### config.mk
export PLATFORM = sky130hd
export DESIGN_NAME = array_linked_list_engine
export DESIGN_NICKNAME = d
export VERILOG_FILES = /design/src/rtl/alle_pkg.sv /design/src/rtl/alle_dpath.sv /design/src/rtl/alle_ctrl.sv /design/src/rtl/array_linked_list_engine.sv
export VERILOG_INCLUDE_DIRS = /design/src /design/src/rtl
export SDC_FILE = /design/constraint.sdc
export NUM_CORES = 1
export LEC_CHECK = 0
export ABC_AREA = 0
export BUFFER_PORTS_ARGS = -buffer_cell sky130_fd_sc_hd__buf_2
export CORE_UTILIZATION = 56
export CTS_CLUSTER_DIAMETER = 30
export CTS_CLUSTER_SIZE = 25
export DETAILED_ROUTE_END_ITERATION = 8
export PLACE_DENSITY = 0.76
export REMOVE_ABC_BUFFERS = 1
export SETUP_SLACK_MARGIN = 0.1
export SYNTH_ARGS = -nofsm -noshare
export SYNTH_HDL_FRONTEND = slang
export SYNTH_HIERARCHICAL = 1
export SYNTH_SLANG_ARGS = --single-unit
### constraint.sdc
create_clock -name clock -period 4.2 [get_ports clock]
set_input_delay 0.84 -clock clock [delete_from_list [all_inputs] [get_ports clock]]
set_output_delay 0.84 -clock clock [all_outputs]
set_load 0.1 [all_outputs]
### src/rtl/array_linked_list_engine_assert.svh
// ----------------------------------------------------------------------------
// Assertion macros for the array linked list engine
// Short forms for clocked, reset-qualified concurrent checks.
// ----------------------------------------------------------------------------
`ifndef ARRAY_LINKED_LIST_ENGINE_ASSERT_SVH
`define ARRAY_LINKED_LIST_ENGINE_ASSERT_SVH

// Check a consequent in the same cycle as its antecedent.
`define ALLE_ASSERT_SAME(label, clk, rst, ante, cons, msg) \
   label: assert property (@(posedge clk) disable iff (rst) (ante) |-> (cons)) \
      else $error(msg);

// Check a consequent in the cycle after its antecedent.
`define ALLE_ASSERT_NEXT(label, clk, rst, ante, cons, msg) \
   label: assert property (@(posedge clk) disable iff (rst) (ante) |=> (cons)) \
      else $error(msg);

`endif

### src/rtl/alle_pkg.sv
// ----------------------------------------------------------------------------
// alle_pkg
// Codes, widths and controller/datapath handshake types of the list engine.
// ----------------------------------------------------------------------------
`default_nettype none

package alle_pkg;

   localparam int MODE_W      = 2;
   localparam int POS_W       = 4;
   localparam int VALUE_W     = 32;
   localparam int STATUS_W    = 2;
   localparam int SLOT_W      = 4;
   localparam int CNT_W       = 4;
   localparam int MAX_RESULTS = 14;

   typedef enum logic [MODE_W-1:0] {
      MODE_INSERT = 2'd0,
      MODE_DELETE = 2'd1,
      MODE_DUMP   = 2'd2
   } mode_type;

   typedef enum logic [STATUS_W-1:0] {
      ST_OK     = 2'd0,
      ST_FULL   = 2'd1,
      ST_BEYOND = 2'd2,
      ST_EMPTY  = 2'd3
   } status_type;

   // link memory read address source
   typedef enum logic [1:0] {
      RA_ZERO = 2'd0,
      RA_HEAD = 2'd1,
      RA_LINK = 2'd2,
      RA_CUR  = 2'd3
   } rd_addr_type;

   // link memory write address source
   typedef enum logic [1:0] {
      WA_ZERO = 2'd0,
      WA_CUR  = 2'd1,
      WA_J    = 2'd2
   } wr_addr_type;

   // link memory write data source
   typedef enum logic [1:0] {
      WD_LINK = 2'd0,
      WD_LJ   = 2'd1,
      WD_CUR  = 2'd2
   } wr_data_type;

   typedef struct packed {
      logic        latch;
      rd_addr_type rd_addr;
      logic        wr_en;
      wr_addr_type wr_addr;
      wr_data_type wr_data;
      logic        val_we;
      logic        j_head;
      logic        j_step;
      logic        cur_load;
      logic        lj_load;
      logic        cnt_clr;
      logic        cnt_inc;
      logic        emit;
      status_type  emit_status;
      logic        emit_dump;
      logic        emit_last;
   } cmd_type;

   typedef struct packed {
      logic link_zero;
      logic link_full;
      logic walk_done;
      logic dump_final;
   } sts_type;

endpackage

`default_nettype wire

### src/rtl/alle_dpath.sv
// ----------------------------------------------------------------------------
// alle_dpath
// Link and value memories, walk pointers, step counter and result beat.
// ----------------------------------------------------------------------------
`default_nettype none

`include "array_linked_list_engine_assert.svh"

module alle_dpath #(
   parameter int SLOTS = 16
) (
   input  wire logic                                 clock,
   input  wire logic                                 reset,
   input  wire alle_pkg::cmd_type                    cmd,
   output alle_pkg::sts_type                         sts,
   input  wire logic [alle_pkg::POS_W-1:0]           req_position,
   input  wire logic signed [alle_pkg::VALUE_W-1:0]  req_value,
   output logic                                      rsp_strobe,
   output logic [alle_pkg::STATUS_W-1:0]             rsp_status,
   output logic signed [alle_pkg::VALUE_W-1:0]       rsp_value_res,
   output logic [alle_pkg::SLOT_W-1:0]               rsp_slot,
   output logic                                      rsp_last
);

   localparam int LinkW = $clog2(SLOTS);
   localparam int SlotW = alle_pkg::SLOT_W;
   localparam int CntW  = alle_pkg::CNT_W;
   localparam logic [LinkW-1:0] HeadSlot = LinkW'(SLOTS - 1);
   localparam logic [CntW-1:0]  LastCnt  = CntW'(alle_pkg::MAX_RESULTS - 1);

   // link value a slot holds straight after reset
   function automatic logic [LinkW-1:0] reset_link(input logic [LinkW-1:0] a);
      if (int'(a) + 2 < SLOTS)
         reset_link = a + 1'b1;
      else
         reset_link = '0;
   endfunction

   logic [LinkW-1:0]                   link_mem [SLOTS];
   logic [alle_pkg::VALUE_W-1:0]       val_mem  [SLOTS];
   logic [SLOTS-1:0]                   valid_ff;

   logic [LinkW-1:0]                   rd_addr;
   logic [LinkW-1:0]                   wr_addr;
   logic [LinkW-1:0]                   wr_data;
   logic [LinkW-1:0]                   link_mem_ff;
   logic [LinkW-1:0]                   link_rst_ff;
   logic                               link_vld_ff;
   logic [LinkW-1:0]                   link_rd;
   logic [alle_pkg::VALUE_W-1:0]       val_rd_ff;

   logic [alle_pkg::POS_W-1:0]         pos_ff, pos_in;
   logic signed [alle_pkg::VALUE_W-1:0] val_ff, val_in;
   logic [LinkW-1:0]                   j_ff, j_in;
   logic [LinkW-1:0]                   cur_ff, cur_in;
   logic [LinkW-1:0]                   lj_ff, lj_in;
   logic [CntW-1:0]                    cnt_ff, cnt_in;

   logic                               rsp_strobe_ff;
   alle_pkg::status_type               rsp_status_ff, rsp_status_in;
   logic signed [alle_pkg::VALUE_W-1:0] rsp_value_res_ff, rsp_value_res_in;
   logic [SlotW-1:0]                   rsp_slot_ff, rsp_slot_in;
   logic                               rsp_last_ff, rsp_last_in;

   // entries never written read as their reset link
   assign link_rd = link_vld_ff ? link_mem_ff : link_rst_ff;

   always_comb begin
      unique case (cmd.rd_addr)
         alle_pkg::RA_ZERO: rd_addr = '0;
         alle_pkg::RA_HEAD: rd_addr = HeadSlot;
         alle_pkg::RA_LINK: rd_addr = link_rd;
         alle_pkg::RA_CUR:  rd_addr = cur_ff;
         default:           rd_addr = '0;
      endcase
   end

   always_comb begin
      unique case (cmd.wr_addr)
         alle_pkg::WA_ZERO: wr_addr = '0;
         alle_pkg::WA_CUR:  wr_addr = cur_ff;
         alle_pkg::WA_J:    wr_addr = j_ff;
         default:           wr_addr = '0;
      endcase
   end

   always_comb begin
      unique case (cmd.wr_data)
         alle_pkg::WD_LINK: wr_data = link_rd;
         alle_pkg::WD_LJ:   wr_data = lj_ff;
         alle_pkg::WD_CUR:  wr_data = cur_ff;
         default:           wr_data = '0;
      endcase
   end

   // link memory: one write port, one registered read port
   always_ff @(posedge clock) begin
      if (cmd.wr_en) begin
         link_mem[wr_addr] <= wr_data;
      end
      link_mem_ff <= link_mem[rd_addr];
      link_rst_ff <= reset_link(rd_addr);
      link_vld_ff <= valid_ff[rd_addr];
   end

   always_ff @(posedge clock) begin
      if (reset) begin
         valid_ff <= '0;
      end else if (cmd.wr_en) begin
         valid_ff[wr_addr] <= 1'b1;
      end
   end

   // value memory: written on insert, read during a dump
   always_ff @(posedge clock) begin
      if (cmd.val_we) begin
         val_mem[cur_ff] <= val_ff;
      end
      val_rd_ff <= val_mem[rd_addr];
   end

   always_comb begin
      pos_in = pos_ff;
      val_in = val_ff;
      if (cmd.latch) begin
         pos_in = (req_position == '0) ? '0 : req_position - 1'b1;
         val_in = req_value;
      end

      j_in = j_ff;
      if (cmd.j_head)
         j_in = HeadSlot;
      else if (cmd.j_step)
         j_in = link_rd;

      cur_in = cmd.cur_load ? link_rd : cur_ff;
      lj_in  = cmd.lj_load  ? link_rd : lj_ff;

      cnt_in = cnt_ff;
      if (cmd.cnt_clr)
         cnt_in = '0;
      else if (cmd.cnt_inc)
         cnt_in = cnt_ff + 1'b1;

      rsp_status_in    = cmd.emit_status;
      rsp_value_res_in = cmd.emit_dump ? val_rd_ff : '0;
      rsp_slot_in      = (cmd.emit_status == alle_pkg::ST_OK) ? SlotW'(cur_ff) : '0;
      rsp_last_in      = cmd.emit_last;
   end

   always_ff @(posedge clock) begin
      pos_ff <= pos_in;
      val_ff <= val_in;
      j_ff   <= j_in;
      cur_ff <= cur_in;
      lj_ff  <= lj_in;
      cnt_ff <= cnt_in;
      rsp_status_ff    <= rsp_status_in;
      rsp_value_res_ff <= rsp_value_res_in;
      rsp_slot_ff      <= rsp_slot_in;
      rsp_last_ff      <= rsp_last_in;
   end

   always_ff @(posedge clock) begin
      if (reset) begin
         rsp_strobe_ff <= 1'b0;
      end else begin
         rsp_strobe_ff <= cmd.emit;
      end
   end

   assign sts.link_zero  = (link_rd == '0);
   assign sts.link_full  = (link_rd == '0) || (link_rd == HeadSlot);
   assign sts.walk_done  = (cnt_ff == pos_ff);
   assign sts.dump_final = (link_rd == '0) || (cnt_ff == LastCnt);

   assign rsp_strobe    = rsp_strobe_ff;
   assign rsp_status    = rsp_status_ff;
   assign rsp_value_res = rsp_value_res_ff;
   assign rsp_slot      = rsp_slot_ff;
   assign rsp_last      = rsp_last_ff;

   `ALLE_ASSERT_SAME(a_free_head_not_list, clock, reset, cmd.wr_en && cmd.wr_addr == alle_pkg::WA_ZERO, wr_data != HeadSlot, "free chain would point at the list head")
   `ALLE_ASSERT_SAME(a_ok_slot_is_node, clock, reset, cmd.emit && cmd.emit_status == alle_pkg::ST_OK, cur_ff != '0 && cur_ff != HeadSlot, "ok beat names a chain head slot")
   `ALLE_ASSERT_NEXT(a_fail_beat_clean, clock, reset, cmd.emit && cmd.emit_status != alle_pkg::ST_OK, rsp_strobe && rsp_slot == '0 && rsp_value_res == '0, "failed beat carries payload")

endmodule

`default_nettype wire

### src/rtl/alle_ctrl.sv
// ----------------------------------------------------------------------------
// alle_ctrl
// Sequencer for insert, delete and dump: one link hop per cycle.
// ----------------------------------------------------------------------------
`default_nettype none

`include "array_linked_list_engine_assert.svh"

module alle_ctrl (
   input  wire logic                           clock,
   input  wire logic                           reset,
   input  wire logic                           start,
   input  wire logic [alle_pkg::MODE_W-1:0]    req_mode,
   input  wire alle_pkg::sts_type              sts,
   output logic                                busy,
   output alle_pkg::cmd_type                   cmd
);

   typedef enum logic [3:0] {
      ST_IDLE,
      ST_I_FREE,
      ST_I_WALK,
      ST_I_RDC,
      ST_I_WCUR,
      ST_I_WJ,
      ST_D_CHK,
      ST_D_WALK,
      ST_D_RDC,
      ST_D_RD0,
      ST_D_W0,
      ST_P_CHK,
      ST_P_OUT
   } state_type;

   state_type state_ff, state_in;
   logic      busy_ff, busy_in;
   logic      accept;

   assign accept = start && !busy_ff;

   always_comb begin
      state_in = state_ff;
      cmd      = '0;
      cmd.emit_last = 1'b1;

      unique case (state_ff)
         ST_IDLE: begin
            if (accept) begin
               cmd.latch   = 1'b1;
               cmd.rd_addr = alle_pkg::RA_HEAD;
               unique case (req_mode)
                  alle_pkg::MODE_INSERT: begin
                     cmd.rd_addr = alle_pkg::RA_ZERO;
                     state_in    = ST_I_FREE;
                  end
                  alle_pkg::MODE_DELETE: state_in = ST_D_CHK;
                  alle_pkg::MODE_DUMP:   state_in = ST_P_CHK;
                  default:               state_in = ST_IDLE;
               endcase
            end
         end

         // free head in hand: drop on full, else start the walk from the list head
         ST_I_FREE: begin
            if (sts.link_full) begin
               cmd.emit        = 1'b1;
               cmd.emit_status = alle_pkg::ST_FULL;
               state_in        = ST_IDLE;
            end else begin
               cmd.cur_load = 1'b1;
               cmd.rd_addr  = alle_pkg::RA_HEAD;
               cmd.j_head   = 1'b1;
               cmd.cnt_clr  = 1'b1;
               state_in     = ST_I_WALK;
            end
         end

         ST_I_WALK: begin
            if (sts.walk_done) begin
               cmd.lj_load = 1'b1;
               cmd.rd_addr = alle_pkg::RA_CUR;
               state_in    = ST_I_RDC;
            end else if (sts.link_zero) begin
               cmd.emit        = 1'b1;
               cmd.emit_status = alle_pkg::ST_BEYOND;
               state_in        = ST_IDLE;
            end else begin
               cmd.j_step  = 1'b1;
               cmd.rd_addr = alle_pkg::RA_LINK;
               cmd.cnt_inc = 1'b1;
            end
         end

         // pop the free chain and store the value
         ST_I_RDC: begin
            cmd.wr_en   = 1'b1;
            cmd.wr_addr = alle_pkg::WA_ZERO;
            cmd.wr_data = alle_pkg::WD_LINK;
            cmd.val_we  = 1'b1;
            state_in    = ST_I_WCUR;
         end

         ST_I_WCUR: begin
            cmd.wr_en   = 1'b1;
            cmd.wr_addr = alle_pkg::WA_CUR;
            cmd.wr_data = alle_pkg::WD_LJ;
            state_in    = ST_I_WJ;
         end

         ST_I_WJ: begin
            cmd.wr_en       = 1'b1;
            cmd.wr_addr     = alle_pkg::WA_J;
            cmd.wr_data     = alle_pkg::WD_CUR;
            cmd.emit        = 1'b1;
            cmd.emit_status = alle_pkg::ST_OK;
            state_in        = ST_IDLE;
         end

         ST_D_CHK: begin
            if (sts.link_zero) begin
               cmd.emit        = 1'b1;
               cmd.emit_status = alle_pkg::ST_EMPTY;
               state_in        = ST_IDLE;
            end else begin
               cmd.rd_addr = alle_pkg::RA_HEAD;
               cmd.j_head  = 1'b1;
               cmd.cnt_clr = 1'b1;
               state_in    = ST_D_WALK;
            end
         end

         ST_D_WALK: begin
            if (sts.link_zero) begin
               cmd.emit        = 1'b1;
               cmd.emit_status = alle_pkg::ST_BEYOND;
               state_in        = ST_IDLE;
            end else if (sts.walk_done) begin
               cmd.cur_load = 1'b1;
               cmd.rd_addr  = alle_pkg::RA_LINK;
               state_in     = ST_D_RDC;
            end else begin
               cmd.j_step  = 1'b1;
               cmd.rd_addr = alle_pkg::RA_LINK;
               cmd.cnt_inc = 1'b1;
            end
         end

         // unlink the node, then push it on the free chain
         ST_D_RDC: begin
            cmd.wr_en   = 1'b1;
            cmd.wr_addr = alle_pkg::WA_J;
            cmd.wr_data = alle_pkg::WD_LINK;
            cmd.rd_addr = alle_pkg::RA_ZERO;
            state_in    = ST_D_RD0;
         end

         ST_D_RD0: begin
            cmd.wr_en   = 1'b1;
            cmd.wr_addr = alle_pkg::WA_CUR;
            cmd.wr_data = alle_pkg::WD_LINK;
            state_in    = ST_D_W0;
         end

         ST_D_W0: begin
            cmd.wr_en       = 1'b1;
            cmd.wr_addr     = alle_pkg::WA_ZERO;
            cmd.wr_data     = alle_pkg::WD_CUR;
            cmd.emit        = 1'b1;
            cmd.emit_status = alle_pkg::ST_OK;
            state_in        = ST_IDLE;
         end

         ST_P_CHK: begin
            if (sts.link_zero) begin
               cmd.emit        = 1'b1;
               cmd.emit_status = alle_pkg::ST_EMPTY;
               state_in        = ST_IDLE;
            end else begin
               cmd.cur_load = 1'b1;
               cmd.rd_addr  = alle_pkg::RA_LINK;
               cmd.cnt_clr  = 1'b1;
               state_in     = ST_P_OUT;
            end
         end

         // one element beat per cycle; advance along the list
         ST_P_OUT: begin
            cmd.emit        = 1'b1;
            cmd.emit_status = alle_pkg::ST_OK;
            cmd.emit_dump   = 1'b1;
            cmd.emit_last   = sts.dump_final;
            if (sts.dump_final) begin
               state_in = ST_IDLE;
            end else begin
               cmd.cur_load = 1'b1;
               cmd.rd_addr  = alle_pkg::RA_LINK;
               cmd.cnt_inc  = 1'b1;
            end
         end

         default: state_in = ST_IDLE;
      endcase

      busy_in = (state_in != ST_IDLE);
   end

   always_ff @(posedge clock) begin
      if (reset) begin
         state_ff <= ST_IDLE;
         busy_ff  <= 1'b0;
      end else begin
         state_ff <= state_in;
         busy_ff  <= busy_in;
      end
   end

   assign busy = busy_ff;

   `ALLE_ASSERT_SAME(a_busy_tracks_state, clock, reset, 1'b1, busy_ff == (state_ff != ST_IDLE), "busy out of step with state")
   `ALLE_ASSERT_SAME(a_no_write_idle, clock, reset, cmd.wr_en || cmd.val_we || cmd.emit, state_ff != ST_IDLE, "store touched or beat formed while idle")
   `ALLE_ASSERT_NEXT(a_unused_mode_ignored, clock, reset, accept && req_mode != alle_pkg::MODE_INSERT && req_mode != alle_pkg::MODE_DELETE && req_mode != alle_pkg::MODE_DUMP, !busy_ff, "unused mode started work")

endmodule

`default_nettype wire

### src/rtl/array_linked_list_engine.sv
// ----------------------------------------------------------------------------
// array_linked_list_engine
// Ordered list of 32-bit values in a fixed slot store with a free-slot chain.
// ----------------------------------------------------------------------------
// Usage:
//   Command channel: drive req_mode/req_position/req_value with start high;
//   the command is taken at an edge where busy is low. Mode 0 inserts value
//   as element number position, mode 1 deletes element number position,
//   mode 2 dumps the list in order; mode 3 is taken and dropped.
//   Result channel: each beat sits on rsp_* for exactly one cycle, marked by
//   rsp_strobe; rsp_last flags the final beat of a command. The receiver
//   cannot stall, so beats are never held back.
//   Timing: the link memory has one read port and the walk makes one hop per
//   cycle. Position 0 acts as position 1. A dump gives at most 14 elements.
//   Each beat is registered and appears in the cycle after it is formed:
//   busy drops in the cycle the final beat is on rsp_*, and the next command
//   can be taken at the edge that ends it. A position past the end fails, as
//   do an insert into a full store and a delete on an empty list.
//   Reset: synchronous; clears the link valid bits so every slot reads its
//   power-on link (free chain 1..SLOTS-2, empty list) with no clearing pass.
// ----------------------------------------------------------------------------
`default_nettype none

module array_linked_list_engine #(
   parameter int SLOTS = 16
) (
   input  wire logic                                 clock,
   input  wire logic                                 reset,
   input  wire logic                                 start,
   output logic                                      busy,
   input  wire logic [alle_pkg::MODE_W-1:0]          req_mode,
   input  wire logic [alle_pkg::POS_W-1:0]           req_position,
   input  wire logic signed [alle_pkg::VALUE_W-1:0]  req_value,
   output logic                                      rsp_strobe,
   output logic [alle_pkg::STATUS_W-1:0]             rsp_status,
   output logic signed [alle_pkg::VALUE_W-1:0]       rsp_value_res,
   output logic [alle_pkg::SLOT_W-1:0]               rsp_slot,
   output logic                                      rsp_last
);

   // command and status bundles between sequencer and datapath
   alle_pkg::cmd_type cmd;
   alle_pkg::sts_type sts;

   // sequencer: decodes the command, steps the walk, schedules memory writes
   alle_ctrl u_ctrl (
      .clock    (clock),
      .reset    (reset),
      .start    (start),
      .req_mode (req_mode),
      .sts      (sts),
      .busy     (busy),
      .cmd      (cmd)
   );

   // datapath: link/value memories, walk pointers and the result beat register
   alle_dpath #(
      .SLOTS (SLOTS)
   ) u_dpath (
      .clock         (clock),
      .reset         (reset),
      .cmd           (cmd),
      .sts           (sts),
      .req_position  (req_position),
      .req_value     (req_value),
      .rsp_strobe    (rsp_strobe),
      .rsp_status    (rsp_status),
      .rsp_value_res (rsp_value_res),
      .rsp_slot      (rsp_slot),
      .rsp_last      (rsp_last)
   );

endmodule

`default_nettype wire

# == Yosys cells after proc, flatten, opt, wreduce, memory -nomap -nowiden ==
# Memories as Yosys holds them, arrays and structs flattened. A register that Yosys moved wholly into a read port is not among the register bits.
# Cells that the tools add are included.
# classes
bitwise_logic,1
muxes,54
n_addsub,4
n_eq_ne,24
magnitude_cmp,4
n_reduce_logical,16
# ops
op,count
$pmux W4 S11,1
$mux W4,9
$lt A32 B6 Y1 const B,1
$pmux W5 S6,1
$eq A4 B4 Y1 const B,7
$pmux W4 S3,2
$mux W1,19
$eq A4 B3 Y1 const B,4
$or A16 B16 Y16,1
$pmux W4 S4,1
$mux W3,5
$pmux W3 S5,1
$logic_not A4 Y1,3
$mux W2,6
$pmux W2 S6,1
$eq A2 B2 Y1 const B,5
$lt A4 B5 Y1 const B,2
$add A4 B1 Y4 const B,2
$eq A2 B1 Y1 const B,4
$eq A4 B2 Y1 const B,2
$logic_not A2 Y1,4
$pmux W4 S2,1
$pmux W1 S2,3
$add A4 B2 Y5 const B,1
14 further kinds,17
# word_totals
register_bits,118
ramBits,576
mem_count,2
# mem_list
name,words,width,rd,rd_clocked_by_memory_dff,wr,line,text
u_dpath.val_mem,16,32,1,1,1,alle_dpath.sv:40,logic [alle_pkg::VALUE_W-1:0] val_mem [SLOTS];
u_dpath.link_mem,16,4,1,1,1,alle_dpath.sv:39,logic [LinkW-1:0] link_mem [SLOTS];

# == Logic depth before layout (Yosys ltp) ==
# logic_depth
depth_word,9
ltp_mapped,20
ltp_nobuf,14

# == Cells and area by module ==
# Netlist, hierarchy kept.
# modules_own_cells
mod,instances,seq_area_each_um2,area_each_um2,cells_each
alle_dpath,1,20719.9,31001.0,2491
alle_ctrl,1,100.1,768.2,108

# == Worst setup path after synthesis ==
# Ideal clock, no wire load.
# synth_path
path_kind,flip-flop to flip-flop
from,reg u_dpath.link_vld_ff
to,reg u_dpath/val_rd_ff[15] (netlist name) (read register of u_dpath.val_mem)
required_time_ns,4.071
path_stages_with_launch,19
arrival_time_ns,3.930
slack_ns,0.141
n_path_buf,6
cell_sequence,dfxtp_1 > mux2_4 > buf_4 > buf_1 > or4_1 > inv_1 > clkbuf_1 > nor2b_1 > a21oi_1 > o21ai_0 > and2b_4 > buf_2 > a22oi_1 > buf_2 > nor2_1 > buf_2 > nand2_1 > nand3_1 > o211ai_1
# synth_rtl
item,line,text
from (decl),alle_dpath.sv:48,logic link_vld_ff;
from (signal assigned),alle_dpath.sv:103,link_vld_ff <= valid_ff[rd_addr];
to (decl),alle_dpath.sv:50,logic [alle_pkg::VALUE_W-1:0] val_rd_ff;

==> metrics.csv <==
stage,metric,value,unit
sta,worst slew pin tran,1.226,ns
clocking,Worst-Skew Late Latency,0.73,ns
routing,Final Routed Wirelength,96010,um
finish,layout cells sized above 1,17.56,%
setup_path,Worst path max stage delay,1.01,ns
synth,Mapped Area,31770,um2
sta,skew final,0.02636,ns
setup_path,Top delay family on crit path,compound AO/OA/AOI/OAI gates,
power_and_ir_drop,Leak,13.54,nW
floorplan,Die Y,240.2,um
clocking,H-tree depth,4,
hold_path,Min-Delay Path Class,in -> reg,
clocking,Sink Count,730,
routing,Vias,24630,
routing,antenna-violating nets left,0,
clocking,cts bufs inserted,137,
routing,first-pass iteration count of the detailed router,6,
clocking,CTS tree,yes,
sta,setup TNS,0,ns
setup_path,"Critical Path, Cell by Cell",mux2_4 > or4_1 > inv_1 > nor2b_1 > a21oi_2 > o21ai_4 > a31oi_4 > nand2_1 > buf_4 > o311ai_1,
sta,setup ws final,0.1719,ns
synth,register area share after synthesis,65.54,%
routing,wire per inst,26.58,um
global_route,largest net degree at the start of global routing,54,
routing,vias per cell,6.818,
setup_path,WP data arrival,4.61,ns
synth,synth unique cells,80,
job,max cap viols,0,
synth,ranking of synthesized cells by area,"edfxtp_1 (59%), dfxtp_1 (6.9%), nand2_1 (3.4%), mux2i_1 (2.4%), a21oi_1 (2.0%)",
synth,yosys warns,6,
synth,Synth async-reset ratio,0,%
synth,Post-Syn Instances,2599,
setup_path,Startpoint Class,flop,
clocking,Post-CTS Hold Buffers,0,
sta,Final setup viols,0,
sta,final slew viol count,0,
synth,"EDFF count, synth",620,
routing,number of remaining DRC errors,0,
placement,Cell Count Post-Placement,3344,
routing,DRT iter0 DRCs,3753,
finish,ANT cells,0,
floorplan,core area,55520,um2
sta,Max Freq,0.2483,GHz
setup_path,crit path max fanout,25,
global_route,GRT Util Overall,33.37,%
global_route,initial antenna violation count,0,
sta,slew margin rel.,18.29,%
floorplan,Die W,240.2,um
setup_path,Setup CP Type,reg -> reg,
floorplan,die area,57690,um2
global_route,grt total ovfl,0,
clocking,Clock Pin Slew Worst Setup and Hold Paths,0.05,ns
synth,largest area contributor in the netlist,edfxtp_1,
floorplan,Core Rows,86,
power_and_ir_drop,VDD IR-drop max,913.1,uV
synth,Synth top area share,58.60,%
power_and_ir_drop,P per Cell Area,952.6,nW/um2
floorplan,Initial Util,57.22,%
synth,synthesis-stage register bit count,730,
finish,Area Growth Syn to Fin,21.45,%
clocking,CTS max path bufs,3,
finish,layout net count,2803,
setup_path,WP buf/inv,2,
finish,Final Core Density,69.49,%
setup_path,Critical Path RT,4.78,ns
sta,Tcrit/Tclk final,95.91,%
placement,RePlAce Congestion,0.9059,
sta,worst hold slack,0.2775,ns
synth,Avg Inst Size Synth,12.22,um2
sta,Final Hold Vio Count,0,
placement,"worst slack, placed",-0.09360,ns
synth,Main synth FF type,edfxtp_1,
global_route,first-pass GRT wire length,142500,um
floorplan,I/O pins,82,
finish,post-route insts no fill,3612,
placement,DP HPWL,53510,um
run_status,outcome,"complete, no violations",
placement,IO buf count,81,
setup_path,CP Capture Type,flop,
sta,RSZ-0062 raised after global routing,true,
sta,Period minus WS final,4.028,ns
clocking,root buffer cell,clkbuf_16,
global_route,vias in the first global route,24400,
setup_path,CP max stage cell,a31oi_4,
==> layout make-up <==
type                            count  area [um2]
Sequential cell                   730       20820
Fill cell                        3637       16940
Multi-Input combinational cell   1647       10190
Clock buffer                      163        3607
Timing Repair Buffer              214        1739
Clock inverter                     90        1207
Tap cell                          748       935.9
Inverter                           20       80.08
==> final timing paths <==
| kind | cells after the start | start | slack (ns) | end |
|---|---|---|---|---|
| min | 1 | req_value[16] | 0.28 | u_dpath/val_ff[16]$_DFFE_PP_ |
| max reg2reg | 10 | u_dpath/link_vld_ff$_DFF_P_ | 0.17 | u_dpath/val_rd_ff[26]$_DFF_P_ |
| max | 10 | u_dpath/link_vld_ff$_DFF_P_ | 0.17 | u_dpath/val_rd_ff[26]$_DFF_P_ |
| min reg2reg | 1 | u_dpath/val_rd_ff[22]$_DFF_P_ | 0.45 | u_dpath/rsp_value_res[22]$_SDFF_PN0_ |
==> power by group <==
group	total [mW]	switching, mW	internal [mW]
combinational	15.7	10.3	5.34
sequential	9.78	0.694	9.09
clock	11.3	3.77	7.54
==> state kept, by name, indices dropped and copies added (netlist names), 2 cells and up <==
signal,cells
u_ctrl/state_ff,4
u_dpath/cnt_ff,4
u_dpath/cur_ff,4
u_dpath/j_ff,4
u_dpath/link_mem,64
u_dpath/link_mem_ff,4
u_dpath/link_rst_ff,4
u_dpath/lj_ff,4
u_dpath/pos_ff,4
u_dpath/rsp_slot,4
u_dpath/rsp_status,2
u_dpath/rsp_value_res,32
u_dpath/val_ff,32
u_dpath/val_mem,512
u_dpath/val_rd_ff,32
u_dpath/valid_ff,16
==> layout by cell type (no fill, tap or decap), types with 14 or more instances in the layout <==
| master | Yosys | layout |
|---|---|---|
| buf_12 | 0 | 22 |
| buf_4 | 13 | 105 |
| and2_1 | 35 | 35 |
| nor3b_1 | 18 | 18 |
| and3_1 | 55 | 55 |
| clkbuf_1 | 105 | 19 |
| a311oi_1 | 17 | 17 |
| a221oi_1 | 36 | 36 |
| bufinv_16 | 0 | 22 |
| a22o_1 | 20 | 20 |
| nand2b_1 | 30 | 29 |
| a21boi_0 | 18 | 18 |
| nand2_1 | 284 | 284 |
| a31oi_1 | 40 | 39 |
| a21oi_1 | 124 | 123 |
| a2111oi_0 | 53 | 48 |
| o21ai_0 | 122 | 118 |
| o22ai_1 | 59 | 59 |
| o211ai_1 | 37 | 37 |
| clkbuf_16 | 0 | 138 |
| inv_1 | 16 | 14 |
| nand4_1 | 23 | 23 |
| dfxtp_1 | 110 | 109 |
| buf_2 | 65 | 81 |
| a22oi_1 | 80 | 79 |
| clkinv_2 | 0 | 17 |
| mux2i_1 | 77 | 77 |
| a221o_1 | 19 | 18 |
| nor2_1 | 148 | 129 |
| o311ai_1 | 18 | 18 |
| nor3_1 | 119 | 114 |
| edfxtp_1 | 620 | 620 |
| nand3_1 | 82 | 82 |
| nand3b_1 | 37 | 37 |
| nor2_4 | 2 | 17 |
==> per-layer routing <==
layer  track usage [%]  part of all wire, %
met5                 0                    0
met4             17.62                  4.4
met3             8.404                   12
met2             53.07                   47
met1             42.23                   36
==> timing repair <==
item | CTS | global route
gates cloned | 1 | 1
buffers inserted | 0 | 13
resized for setup | 4 | 17
pin swaps | 0 | 5
endpoints found under the setup margin | 18 | 35
==> worst register-to-register path, cell delays in order, from the launching register on <==
cell and delay, ns:
dfxtp_2 0.40, mux2_4 0.36, or4_1 0.59, inv_1 0.19, nor2b_1 0.10, a21oi_2 0.22, o21ai_4 0.16, a31oi_4 1.01
nand2_1 0.12, buf_4 0.28, o311ai_1 0.47
==> Yosys cell counts (30+ instances only) <==
cell       number
buf_2          65
nor2_1        148
a22oi_1        80
clkbuf_1      105
nand2b_1       30
nand2_1       284
mux2i_1        77
o21ai_0       122
a221oi_1       36
o22ai_1        59
nor3_1        119
and2_1         35
and3_1         55
a31oi_1        40
a21oi_1       124
a2111oi_0      53
o211ai_1       37
dfxtp_1       110
nand3b_1       37
nand3_1        82
edfxtp_1      620
==> logic make-up (layout without fill, tap and decap cells) <==
| group | Yosys count | after routing | synth area share, % |
|---|---|---|---|
| buffers and inverters | 223 | 487 | 3.198 |
| AND/OR/NAND/NOR | 868 | 868 | 13.26 |
| AO/OA/AOI/OAI | 675 | 676 | 14.61 |
| adder cells (fa/ha/maj) | 12 | 12 | 0.4726 |
| multiplexers | 83 | 83 | 2.698 |
| XOR/XNOR | 8 | 8 | 0.2206 |
| flip-flops | 730 | 730 | 65.54 |
==> through the flow <==
step | total power, mW | instance area, um2
finish | 36.75 | 38580
global route | 38.09 | 38580
CTS | 36.02 | 38420
detailed placement | 24.41 | 33550
global placement | 23.94 | 33550
floorplan | 16.22 | 30830
(Power assumes the default switching activity.)
